`config.mk`:
```
export PLATFORM = sky130hd
export DESIGN_NAME = spi_clock_divider_select
export DESIGN_NICKNAME = d
export VERILOG_FILES = /design/src/rtl/core/spicds_pkg.sv /design/src/rtl/core/spicds_div.sv /design/src/rtl/core/spi_clock_divider_select.sv
export SDC_FILE = /design/constraint.sdc
export NUM_CORES = 1
export LEC_CHECK = 0
export ABC_AREA = 1
export BUFFER_PORTS_ARGS = -buffer_cell sky130_fd_sc_hd__buf_2
export CAP_MARGIN = 20
export CORE_ASPECT_RATIO = 1.2
export CORE_UTILIZATION = 68
export CTS_BUF_LIST = sky130_fd_sc_hd__clkbuf_8
export CTS_CLUSTER_SIZE = 14
export DETAILED_ROUTE_END_ITERATION = 8
export HOLD_SLACK_MARGIN = 0.12
export MAX_ROUTING_LAYER = met4
export PLACE_DENSITY_LB_ADDON = 0.12
export SYNTH_ARGS = -nofsm -noshare
export SYNTH_HDL_FRONTEND = slang
export SYNTH_HIERARCHICAL = 1
export SYNTH_SLANG_ARGS = --single-unit
```
`constraint.sdc`:
```
create_clock -name clk -period 12.3 [get_ports clk]
set_input_delay 1.845 -clock clk [delete_from_list [all_inputs] [get_ports clk]]
set_output_delay 1.845 -clock clk [all_outputs]
set_load 0.05 [all_outputs]
```
`src/rtl/core/spicds_pkg.sv`:
```
// Shared types and constants for the SPI clock divider select block.
package spicds_pkg;

	// Shared divider operand widths.
	localparam int DIVD_W = 31;
	localparam int DIVS_W = 22;

	// Register map.
	localparam int          APB_AW       = 3;
	localparam logic        REG_CLK_KHZ  = 1'b0;

	// Field widths.
	localparam int REQ_W   = 31;
	localparam int CLK_W   = 20;
	localparam int KHZ_W   = 22;
	localparam int EST_W   = 27;
	localparam int DIV_W   = 20;
	localparam int FREQ_W  = 29;
	localparam int DEN_W   = 16;

	// Search limits and estimate constants.
	localparam logic [7:0]  PRE_MIN      = 8'd2;
	localparam logic [7:0]  PRE_MAX      = 8'd254;
	localparam logic [7:0]  RATE_MAX     = 8'd255;
	localparam int          EST_SHIFT    = 7;
	localparam int          ROUND_BIAS   = 50;
	localparam int          ROUND_DIV    = 100;
	localparam int          KHZ_DIV      = 1000;
	localparam logic [3:0]  SIZE_16      = 4'hF;
	localparam logic [3:0]  SIZE_8       = 4'h7;
	localparam logic [CLK_W-1:0] CLK_KHZ_RESET = 20'd36000;

	typedef enum logic [2:0] {
		ST_IDLE,
		ST_KHZ,
		ST_EST,
		ST_ROUND,
		ST_PRE,
		ST_FREQ,
		ST_OUT
	} state_t;

	typedef struct packed {
		logic              start;
		logic [DIVD_W-1:0] dividend;
		logic [DIVS_W-1:0] divisor;
	} div_req_t;

	typedef struct packed {
		logic              done;
		logic [DIVD_W-1:0] quotient;
	} div_rsp_t;

endpackage

```
`src/rtl/core/spicds_div.sv`:
```
// Restoring divider, one quotient bit per cycle, shared by the sequencer.
module spicds_div (
	input  logic                 clk,
	input  logic                 arst_n,
	input  spicds_pkg::div_req_t req,
	output spicds_pkg::div_rsp_t rsp
);
	import spicds_pkg::*;

	localparam int CNT_W = $clog2(DIVD_W);

	logic              busy_q;
	logic              done_q;
	logic [CNT_W-1:0]  cnt_q;
	logic [DIVS_W-1:0] rem_q;
	logic [DIVD_W-1:0] quo_q;
	logic [DIVS_W-1:0] dsr_q;
	logic [DIVS_W:0]   trial;
	logic              fit;
	logic [DIVS_W-1:0] rem_d;

	always_comb begin
		trial = {rem_q, quo_q[DIVD_W-1]};
		fit   = (trial >= {1'b0, dsr_q});
		rem_d = fit ? DIVS_W'(trial - {1'b0, dsr_q}) : trial[DIVS_W-1:0];
	end

	always_ff @(posedge clk or negedge arst_n) begin
		if (!arst_n) begin
			busy_q <= 1'b0;
			done_q <= 1'b0;
			cnt_q  <= '0;
		end else begin
			done_q <= busy_q && !req.start && (cnt_q == '0);
			if (req.start) begin
				busy_q <= 1'b1;
				cnt_q  <= CNT_W'(DIVD_W - 1);
			end else if (busy_q) begin
				if (cnt_q == '0) begin
					busy_q <= 1'b0;
				end else begin
					cnt_q <= cnt_q - 1'b1;
				end
			end
		end
	end

	// Operands and partial results carry no reset.
	always_ff @(posedge clk) begin
		if (req.start) begin
			rem_q <= '0;
			quo_q <= req.dividend;
			dsr_q <= req.divisor;
		end else if (busy_q) begin
			rem_q <= rem_d;
			quo_q <= {quo_q[DIVD_W-2:0], fit};
		end
	end

	assign rsp.done     = done_q;
	assign rsp.quotient = quo_q;

endmodule

```
`src/rtl/core/spi_clock_divider_select.sv`:
```
// Top level of the SPI clock divider select block: sequencer, datapath and APB register.
//
// Usage: write the peripheral input clock in kHz to the APB register at address 0
// (reset value 36000). Send one request word on the s_ channel: requested bit rate,
// SPI mode and frame width. The block answers with one result word on the m_
// channel: rate factor, prescale, packed control word and achieved bit rate, with
// tuser flagging requests below 1000 Hz (these get the slowest setting).
// Every division goes through one shared restoring divider that produces one
// quotient bit per cycle. A request takes four divisions for the estimate and
// then one division per search step plus a final one; the search may walk the
// whole prescale and rate space. A slow request takes two divisions.
// s_tready is high only while the block is idle; one request is in flight at a
// time. The result holds on m_ until it is taken; a stalled receiver keeps the
// block busy and the input side stalled. Reset returns the sequencer to idle,
// drops any pending result and restores the clock register.
module spi_clock_divider_select (
	input  logic        clk,
	input  logic        arst_n,
	// APB configuration port
	input  logic                         psel,
	input  logic                         penable,
	input  logic                         pwrite,
	input  logic [spicds_pkg::APB_AW-1:0] paddr,
	input  logic [31:0]                  pwdata,
	output logic [31:0]                  prdata,
	output logic                         pready,
	// Request stream
	input  logic        s_tvalid,
	output logic        s_tready,
	input  logic [39:0] s_tdata,  // requested_hz[30:0], clock_mode[32:31], sixteen_bit[33]
	// Result stream
	output logic        m_tvalid,
	input  logic        m_tready,
	output logic [63:0] m_tdata,  // serial_clock_rate[7:0], prescale[15:8],
	                              // control_word[31:16], achieved_hz[60:32]
	output logic        m_tuser   // bad_request[0]
);
	import spicds_pkg::*;

	state_t state_q, state_d;

	logic [CLK_W-1:0]  clk_khz_q;
	logic              issued_q;
	logic [REQ_W-1:0]  req_q;
	logic [1:0]        mode_q;
	logic              wide_q;
	logic [KHZ_W-1:0]  khz_q;
	logic [EST_W-1:0]  est_q;
	logic [DIV_W-1:0]  div_q;
	logic [7:0]        rate_q;
	logic [7:0]        pre_q;
	logic [FREQ_W-1:0] freq_q;
	logic              bad_q;
	logic              search_q;

	div_req_t div_req;
	div_rsp_t div_rsp;

	logic              in_acc;
	logic              out_acc;
	logic [DIVD_W-1:0] clk_hz;
	logic [EST_W-1:0]  clk_x100;
	logic [12:0]       rate_est;
	logic [DEN_W-1:0]  den;
	logic [20:0]       pre_est;
	logic [FREQ_W-1:0] freq_new;
	logic              too_fast;
	logic [7:0]        pre_inc;
	logic [15:0]       ctrl_word;

	assign in_acc  = s_tvalid & s_tready;
	assign out_acc = m_tvalid & m_tready;

	// ---------------- APB register ----------------
	assign pready = 1'b1;

	always_ff @(posedge clk or negedge arst_n) begin
		if (!arst_n) begin
			clk_khz_q <= CLK_KHZ_RESET;
		end else if (psel && penable && pwrite && pready && paddr[2] == REG_CLK_KHZ) begin
			clk_khz_q <= pwdata[CLK_W-1:0];
		end
	end

	assign prdata = (paddr[2] == REG_CLK_KHZ) ? {{(32 - CLK_W){1'b0}}, clk_khz_q} : 32'd0;

	// ---------------- datapath terms ----------------
	always_comb begin
		clk_hz   = DIVD_W'(clk_khz_q) * DIVD_W'(KHZ_DIV);
		clk_x100 = EST_W'(clk_khz_q) * EST_W'(ROUND_DIV);
		// Rate estimate: truncating divide by 128.
		rate_est = div_q[DIV_W-1:EST_SHIFT];
		den      = DEN_W'(pre_q) * DEN_W'({1'b0, rate_q} + 9'd1);
		pre_est  = {div_rsp.quotient[DIV_W-1:0], 1'b0};
		freq_new = div_rsp.quotient[FREQ_W-1:0];
		too_fast = ({{(REQ_W - FREQ_W){1'b0}}, freq_new} > req_q);
		pre_inc  = pre_q + 8'd1;
	end

	// ---------------- sequencer: next state ----------------
	always_comb begin
		state_d = state_q;
		unique case (state_q)
			ST_IDLE:  if (in_acc) state_d = ST_KHZ;
			ST_KHZ: begin
				if (div_rsp.done) begin
					state_d = (div_rsp.quotient[KHZ_W-1:0] == '0) ? ST_FREQ : ST_EST;
				end
			end
			ST_EST:   if (div_rsp.done) state_d = ST_ROUND;
			ST_ROUND: if (div_rsp.done) state_d = ST_PRE;
			ST_PRE:   if (div_rsp.done) state_d = ST_FREQ;
			ST_FREQ: begin
				// Stay here while the search keeps stepping.
				if (div_rsp.done && !(search_q && too_fast)) state_d = ST_OUT;
			end
			ST_OUT:   if (out_acc) state_d = ST_IDLE;
			default:  state_d = ST_IDLE;
		endcase
	end

	// ---------------- sequencer: outputs ----------------
	always_comb begin
		s_tready         = 1'b0;
		m_tvalid         = 1'b0;
		div_req.start    = 1'b0;
		div_req.dividend = '0;
		div_req.divisor  = '0;
		unique case (state_q)
			ST_IDLE: s_tready = 1'b1;
			ST_KHZ: begin
				div_req.start    = !issued_q;
				div_req.dividend = DIVD_W'(req_q);
				div_req.divisor  = DIVS_W'(KHZ_DIV);
			end
			ST_EST: begin
				div_req.start    = !issued_q;
				div_req.dividend = DIVD_W'(clk_x100);
				div_req.divisor  = khz_q;
			end
			ST_ROUND: begin
				div_req.start    = !issued_q;
				div_req.dividend = DIVD_W'(est_q >> 1) + DIVD_W'(ROUND_BIAS);
				div_req.divisor  = DIVS_W'(ROUND_DIV);
			end
			ST_PRE: begin
				div_req.start    = !issued_q;
				div_req.dividend = DIVD_W'(div_q);
				div_req.divisor  = DIVS_W'(rate_est) + DIVS_W'(1);
			end
			ST_FREQ: begin
				div_req.start    = !issued_q;
				div_req.dividend = clk_hz;
				div_req.divisor  = DIVS_W'(den);
			end
			ST_OUT:  m_tvalid = 1'b1;
			default: ;
		endcase
	end

	always_ff @(posedge clk or negedge arst_n) begin
		if (!arst_n) begin
			state_q  <= ST_IDLE;
			issued_q <= 1'b0;
		end else begin
			state_q <= state_d;
			// Mark the division as launched; clear on completion so the next one launches.
			if (div_rsp.done) issued_q <= 1'b0;
			else if (div_req.start) issued_q <= 1'b1;
		end
	end

	// ---------------- datapath registers ----------------
	always_ff @(posedge clk) begin
		if (in_acc) begin
			req_q  <= s_tdata[30:0];
			mode_q <= s_tdata[32:31];
			wide_q <= s_tdata[33];
		end
		if (div_rsp.done) begin
			case (state_q)
				ST_KHZ: begin
					khz_q <= div_rsp.quotient[KHZ_W-1:0];
					bad_q <= (div_rsp.quotient[KHZ_W-1:0] == '0);
					// Slow request: slowest setting, no search.
					rate_q   <= RATE_MAX;
					pre_q    <= PRE_MAX;
					search_q <= 1'b0;
				end
				ST_EST:   est_q <= div_rsp.quotient[EST_W-1:0];
				ST_ROUND: div_q <= div_rsp.quotient[DIV_W-1:0];
				ST_PRE: begin
					rate_q <= (rate_est > 13'(RATE_MAX)) ? RATE_MAX : rate_est[7:0];
					if (pre_est <= 21'(PRE_MIN)) pre_q <= PRE_MIN;
					else if (pre_est >= 21'(RATE_MAX)) pre_q <= PRE_MAX;
					else pre_q <= pre_est[7:0];
					search_q <= 1'b1;
				end
				ST_FREQ: begin
					freq_q <= freq_new;
					if (search_q && too_fast) begin
						// Advance prescale; carry into rate at the top, stop when rate saturates.
						if (pre_inc >= PRE_MAX) begin
							if (rate_q >= RATE_MAX) begin
								pre_q    <= pre_inc;
								search_q <= 1'b0;
							end else begin
								rate_q <= rate_q + 8'd1;
								pre_q  <= PRE_MIN;
							end
						end else begin
							pre_q <= pre_inc;
						end
					end
				end
				default: ;
			endcase
		end
	end

	// ---------------- result word ----------------
	assign ctrl_word = {rate_q, mode_q[0], mode_q[1], 2'b00, wide_q ? SIZE_16 : SIZE_8};
	assign m_tdata   = {3'b000, freq_q, ctrl_word, pre_q, rate_q};
	assign m_tuser   = bad_q;

	spicds_div u_div (
		.clk    (clk),
		.arst_n (arst_n),
		.req    (div_req),
		.rsp    (div_rsp)
	);

endmodule

```
* Word-level counts from Yosys, hierarchy flattened
Index checks and enable logic that the tools add are counted.
** Word-level totals
- Register bits :: 256
- Output and inout bits :: 100
- Logic and storage cells :: 123
** Operators by class
- Add/sub/neg operators :: 7
- $mul :: 3
- Magnitude comparators :: 7
- Equality and inequality tests :: 18
- Mux-type cells :: 40
- Bitwise logic cells :: 3
- Reductions and logical operators :: 25
** Operator list (number)
- $pmux W54 S5 :: 1
- $mux W8 :: 9
- $mux W31 :: 2
- $pmux W8 S3 :: 2
- $gt A29 B31 Y1 :: 1
- $add A26 B6 Y27 const B :: 1
- $mul A20 B7 Y27 const B :: 1
- $mul A20 B5 Y25 const B :: 1
- $mux W3 :: 8
- $ge A23 B22 Y1 :: 1
- $logic_not A22 Y1 :: 1
- $mux W22 :: 1
- $sub A22 B22 Y22 :: 1
- $ge A21 B8 Y1 const B :: 1
- $le A21 B2 Y1 const B :: 1
- $pmux W3 S7 :: 1
- $mux W20 :: 1
- $add A8 B1 Y8 const B :: 2
- $ge A8 B8 Y1 const B :: 2
- $mul A8 B9 Y16 :: 1
- $mux W5 :: 3
- $add A13 B1 Y14 const B :: 1
- $ne A2 B2 Y1 const B :: 7
- $gt A13 B8 Y1 const B :: 1
- other kinds (21) :: 52

* Longest topological paths before layout
- Depth in word-level cells :: 6
- Depth in mapped cells :: 25

* Cells and area by module
Netlist, hierarchy kept.
** By module, submodules not included
- spi_clock_divider_select :: times used 1, cells an instance 2168, area each 17342.9 um^2, seq. area each 5081.1 um^2
- spicds_div :: times used 1, cells an instance 699, area each 5131.2 um^2, seq. area each 2207.1 um^2

* Worst setup path before layout
No wires, ideal clock.
- Kind :: register -> register
- Start :: reg rate_q[0]
- End :: reg u_div.dsr_q[13] (data pin)
- Arrival :: 4.806 ns
- Data required time :: 12.039 ns
- Path slack :: 7.233 ns
- Stages on the path, launching flop included :: 25
- Buffers on the path :: 1
- Period minus slack after synthesis :: 5.067 ns
- Cells stage by stage :: edfxtp_1 -> buf_2 -> nand3_1 -> nor2_1 -> inv_1 -> o21bai_1 -> nand2_1 -> inv_1 -> nand2_1 -> fa_1 -> fa_1 -> inv_1 -> fa_1 -> inv_1 -> fa_1 -> inv_1 -> ha_1 -> inv_1 -> nor3_1 -> nand2_1 -> nand2_1 -> a21oi_1 -> xor2_1 -> nand2_1 -> o21ai_0
** RTL lines
- start: declaration :: RTL line spi_clock_divider_select.sv:50 : logic [7:0] rate_q;
- start signal: assignment :: RTL line spi_clock_divider_select.sv:193 : rate_q <= (rate_est > 13'(RATE_MAX)) ? RATE_MAX : rate_est[7:0];
- start signal: assignment :: RTL line spi_clock_divider_select.sv:208 : rate_q <= rate_q + 8'd1;
- end signal: assignment :: RTL line spicds_div.sv:53 : dsr_q <= req.divisor;
- end: declaration :: RTL line spicds_div.sv:17 : logic [DIVS_W-1:0] dsr_q;

==> impl_metrics.prom <==
# TYPE chip_impl_metric gauge
chip_impl_metric{name="cts_post_setup_buffers_inserted",unit=""} 0
chip_impl_metric{name="initial_utilization",unit=""} 0.695
chip_impl_metric{name="floorplan.core_area",unit="um2"} 32300
chip_impl_metric{name="worstPathBufferInverterCount",unit=""} 6
chip_impl_info{name="synth.largest_area_cell",value="sky130_fd_sc_hd__edfxtp_1"} 1
chip_impl_metric{name="path_max_fanout",unit=""} 12
chip_impl_metric{name="design.portCount",unit=""} 182
chip_impl_info{name="setup.worst_path.class",value="register to register"} 1
chip_impl_metric{name="post_synth_and_or_nand_nor_area_fraction",unit=""} 0.252
chip_impl_metric{name="groute.usage.overall",unit=""} 0.427
chip_impl_info{name="timing.rr.end",value="u_div/dsr_q[14]"} 1
chip_impl_metric{name="drt-total-wl",unit="mm"} 68.6
chip_impl_metric{name="vias_in_the_first_global_route",unit=""} 20900
chip_impl_metric{name="postSynth.asyncResetShare",unit=""} 0.122
chip_impl_metric{name="placement_rows",unit=""} 72
chip_impl_info{name="crit_start",value="rate_q[0]"} 1
chip_impl_info{name="cts_root_buf",value="sky130_fd_sc_hd__clkbuf_8"} 1
chip_impl_metric{name="syn_area",unit="um2"} 22500
chip_impl_info{name="path_cells",value="nand3_1 > nor2_1 > inv_1 > o21bai_1 > nand2_1 > inv_1 > nand2_1 > fa_1 > fa_1 > inv_1 > fa_1 > inv_1 > fa_1 > inv_1 > ha_1 > inv_1 > nor3_1 > nand2_1 > nand2_1 > a21oi_1 > o21ai_0 > a21oi_1"} 1
chip_impl_info{name="critical_path.top_delay_family",value="adder cells"} 1
chip_impl_metric{name="die_height",unit="um"} 201
chip_impl_metric{name="tns",unit="ns"} 0
chip_impl_info{name="run_status",value="completed"} 1
chip_impl_metric{name="hold_violations",unit=""} 0
chip_impl_metric{name="layout_cells_sized_above_1",unit=""} 0.0962
chip_impl_metric{name="mux_cell_area_share_after_synthesis",unit=""} 0
chip_impl_metric{name="synth_enable_flop_cells",unit=""} 202
chip_impl_info{name="synth_top_family_by_area",value="simple AND/OR/NAND/NOR gates"} 1
chip_impl_metric{name="routed_wire_length_per_instance",unit="um"} 19.9
chip_impl_metric{name="clock_sinks",unit=""} 255
chip_impl_info{name="worstSetupEndpointType",value="register"} 1
chip_impl_metric{name="syn_to_final_growth",unit="%"} 7.59
chip_impl_metric{name="total_drc_errors_in_the_routed_layout",unit=""} 0
chip_impl_metric{name="synth-adder-area-share",unit=""} 0.224
chip_impl_info{name="min-delay-path-class",value="register to register"} 1
chip_impl_metric{name="synthDominantCellAreaShare",unit=""} 0.270
chip_impl_metric{name="drt_pass1_iterations",unit=""} 6
chip_impl_info{name="cts_tree",value="done"} 1
chip_impl_metric{name="detailed_place_hpwl",unit="mm"} 52.3
chip_impl_metric{name="min_period_over_period",unit=""} 0.480
chip_impl_metric{name="r2r_cells",unit=""} 22
chip_impl_metric{name="cp_num_cells",unit=""} 22
chip_impl_info{name="timing.critical_path.mode_cell",value="sky130_fd_sc_hd__inv_1"} 1
chip_impl_info{name="critPathCapture",value="u_div/dsr_q[14]"} 1
chip_impl_metric{name="worstMarginPinSlew",unit="ns"} 1.12
chip_impl_metric{name="number_of_antenna_violations_at_the_first_check_in_global_routing",unit=""} 1
chip_impl_metric{name="clock_insertion_delay_worst_skew",unit="ns"} 0.62
chip_impl_metric{name="port_buffers",unit=""} 140
chip_impl_metric{name="register_area",unit="um2"} 7290
chip_impl_metric{name="synth_seq_area_share",unit=""} 0.324
chip_impl_metric{name="design.die.area",unit="um2"} 33800
chip_impl_metric{name="final.setup.worst_slack",unit="ns"} 6.39
chip_impl_info{name="yosys_most_used_dff",value="sky130_fd_sc_hd__edfxtp_1"} 1
chip_impl_metric{name="clk_path_buf_depth",unit=""} 3
chip_impl_metric{name="post-route-min-period",unit="ns"} 5.91
chip_impl_metric{name="synth_compound_gate_area_share",unit=""} 0.0740
chip_impl_metric{name="synthesis.area_per_instance",unit="um2"} 7.84
chip_impl_metric{name="post_drt_via_cell_ratio",unit=""} 5.96
chip_impl_info{name="timing.rr.start",value="rate_q[0]"} 1
chip_impl_metric{name="cts_resized",unit=""} 0
chip_impl_metric{name="numCtsBuffers",unit=""} 42
chip_impl_metric{name="footprint_of_the_multi_input_gates",unit="um2"} 12700
chip_impl_metric{name="postCtsHoldBufs",unit=""} 0
chip_impl_metric{name="detailroute.via_count",unit=""} 20500
chip_impl_metric{name="synth_seq_cells",unit=""} 255
chip_impl_metric{name="drt_first_iter_violations",unit=""} 2231
chip_impl_metric{name="slew_headroom",unit=""} 0.249
chip_impl_metric{name="final_net_count",unit=""} 3411
chip_impl_metric{name="clock.fmax",unit="GHz"} 0.169
chip_impl_metric{name="grt_pass1_wl",unit="mm"} 107
chip_impl_metric{name="max_clock_skew",unit="ns"} 0.0420
chip_impl_metric{name="globalplace.congestion",unit=""} 0.998
chip_impl_metric{name="nFillCells",unit=""} 2397
chip_impl_metric{name="drtAntennaViolNets",unit=""} 0
chip_impl_metric{name="globalRoute.totalOverflow",unit=""} 0
chip_impl_info{name="cp-start-kind",value="register"} 1
chip_impl_info{name="grt_setup_unrepaired",value="no"} 1
chip_impl_metric{name="crit_arrival",unit="ns"} 6.22
chip_impl_metric{name="placement.setup.worst_slack",unit="ns"} 6.56
chip_impl_metric{name="critical-path-max-stage-delay",unit="ns"} 0.72
chip_impl_metric{name="synthesis.instances",unit=""} 2867
chip_impl_metric{name="final_max_slew_viol_count",unit=""} 0
chip_impl_metric{name="synth.lib_cells_used.distinct",unit=""} 56
chip_impl_metric{name="pin_count_of_the_biggest_net_entering_global_routing",unit=""} 41
chip_impl_info{name="biggest_area_contributors_in_the_synthesized_netlist",value="sky130_fd_sc_hd__edfxtp_1, sky130_fd_sc_hd__nand2_1, sky130_fd_sc_hd__fa_1"} 1
chip_impl_metric{name="worst-r2r-setup-slack",unit="ns"} 6.39
chip_impl_metric{name="clk_transition_reported_paths",unit="ns"} 0.07
chip_impl_metric{name="final_setup_violations",unit=""} 0
chip_impl_metric{name="number_of_warnings_printed_during_yosys_synthesis",unit=""} 6
chip_impl_metric{name="drv_cap",unit=""} 0
chip_impl_metric{name="post_synth_xor_area_fraction",unit=""} 0.0101
chip_impl_metric{name="cts-htree-levels",unit=""} 2
chip_impl_info{name="critical_path.slowest_cell",value="sky130_fd_sc_hd__edfxtp_1"} 1
chip_impl_metric{name="cp.required",unit="ns"} 12.61
chip_impl_metric{name="chipWidth",unit="um"} 168
## synth_stat cells, drive strengths merged (6+ instances only)
cell / number
dfxtp: 22
buf: 61
or2: 13
o21bai: 17
o2111ai: 6
xnor2: 14
nor3: 26
o21a: 11
xor2: 12
dfrtp: 26
clkbuf: 20
a31oi: 16
nand3b: 28
nor2: 307
a21oi: 141
edfxtp: 202
nand4: 32
nand2: 727
o21ai: 74
ha: 200
fa: 127
nand3: 193
inv: 553
## sequential cells by signal, indices dropped and copies added, names as in the netlist, 2 cells and up
name	flops
pre_q	8
freq_q	29
clk_khz_q	20
u_div/dsr_q	22
u_div/rem_q	22
u_div/cnt_q	5
mode_q	2
est_q	26
req_q	31
state_q	3
u_div/quo_q	31
rate_q	8
khz_q	22
div_q	20
## worst min-delay path by stage
stage / start / endpoint / slack, ns / cells after the start
6_report: u_div/rem_q[16] / u_div/rem_q[16] / 0.47 / 2
3_3_place_gp: u_div/rem_q[16] / u_div/rem_q[16] / 0.46 / 2
4_1_cts: u_div/rem_q[16] / u_div/rem_q[16] / 0.47 / 2
5_1_grt: u_div/rem_q[13] / u_div/rem_q[13] / 0.49 / 2
2_1_floorplan: u_div/rem_q[10] / u_div/rem_q[10] / 0.44 / 2
3_5_place_dp: u_div/rem_q[16] / u_div/rem_q[16] / 0.46 / 2
## stage by stage
stage                     area [um2]  hold slack (ns)  std cells  utilization
after global placement         23400            0.459       3363        0.722
after detailed placement       23400            0.460       3363        0.722
after CTS                      24100            0.470       3440        0.747
after floorplan                22500            0.444       2886            -
final                          24200            0.472       3443        0.748
after global routing           24200            0.490       3443        0.748
## cell type report
cell class	instances	area share
Timing Repair Buffer	153	0.0336
Tap cell	407	0.0211
Sequential cell	255	0.301
Inverter	554	0.0861
Clock inverter	32	0.00688
Clock buffer	45	0.0256
Antenna cell	1	0.000103
Multi-Input combinational cell	1996	0.525
## cell families after synthesis
| kind of cell | count (synthesis) |
|---|---|
| AOI/OAI and AO/OA | 292 |
| adders and majority gates | 327 |
| xor gates and xnor gates | 26 |
| DFF | 255 |
| buffers and inverters | 635 |
| other | 2 |
| and+or+nand+nor | 1330 |
## routing by layer
layer  up-vias  GRT usage  wire (um)
li1       9384          -          -
met1      9462      0.451      23500
met2      1274      0.706      32800
met3       408     0.0785       6150
met4         0      0.337       6140
met5         -          -          0
## layout by cell type, fill, tap and decap left out, types with 4 or more instances in the layout
cell type / netlist / routed
sky130_fd_sc_hd__a21oi_1: 141 / 141
sky130_fd_sc_hd__a31oi_1: 16 / 16
sky130_fd_sc_hd__a41oi_1: 4 / 4
sky130_fd_sc_hd__buf_2: 19 / 140
sky130_fd_sc_hd__buf_4: 33 / 11
sky130_fd_sc_hd__clkbuf_8: 1 / 45
sky130_fd_sc_hd__clkinv_1: 1 / 6
sky130_fd_sc_hd__clkinv_2: 0 / 10
sky130_fd_sc_hd__conb_1: 2 / 21
sky130_fd_sc_hd__dfrtp_1: 26 / 26
sky130_fd_sc_hd__dfstp_2: 5 / 5
sky130_fd_sc_hd__dfxtp_1: 22 / 22
sky130_fd_sc_hd__edfxtp_1: 202 / 202
sky130_fd_sc_hd__fa_1: 127 / 127
sky130_fd_sc_hd__ha_1: 200 / 200
sky130_fd_sc_hd__inv_1: 539 / 550
sky130_fd_sc_hd__inv_2: 13 / 13
sky130_fd_sc_hd__nand2_1: 715 / 715
sky130_fd_sc_hd__nand2_2: 10 / 10
sky130_fd_sc_hd__nand3_1: 190 / 190
sky130_fd_sc_hd__nand3b_1: 28 / 28
sky130_fd_sc_hd__nand4_1: 31 / 31
sky130_fd_sc_hd__nor2_1: 288 / 283
sky130_fd_sc_hd__nor2_2: 13 / 17
sky130_fd_sc_hd__nor2_4: 6 / 7
sky130_fd_sc_hd__nor3_1: 22 / 22
sky130_fd_sc_hd__nor3_2: 4 / 4
sky130_fd_sc_hd__o2111ai_1: 6 / 6
sky130_fd_sc_hd__o211ai_1: 4 / 4
sky130_fd_sc_hd__o21a_1: 11 / 11
sky130_fd_sc_hd__o21ai_0: 66 / 66
sky130_fd_sc_hd__o21ai_1: 8 / 8
sky130_fd_sc_hd__o21bai_1: 17 / 17
sky130_fd_sc_hd__or2_2: 13 / 13
sky130_fd_sc_hd__xnor2_1: 14 / 14
sky130_fd_sc_hd__xor2_1: 12 / 12
## worst register-to-register path, delay by kind of cell, from the launching register on
| kind | cells | cell delay (ns) |
|---|---|---|
| adder cells (fa/ha/maj) | 5 | 2.41 |
| flip-flops | 1 | 0.72 |
| AO/OA/AOI/OAI | 4 | 0.88 |
| AND/OR/NAND/NOR | 7 | 1.09 |
| buffers and inverters | 6 | 0.52 |
Power is not shown: default switching activity piles up to over one toggle a cycle in this logic, so the estimate is an artifact.
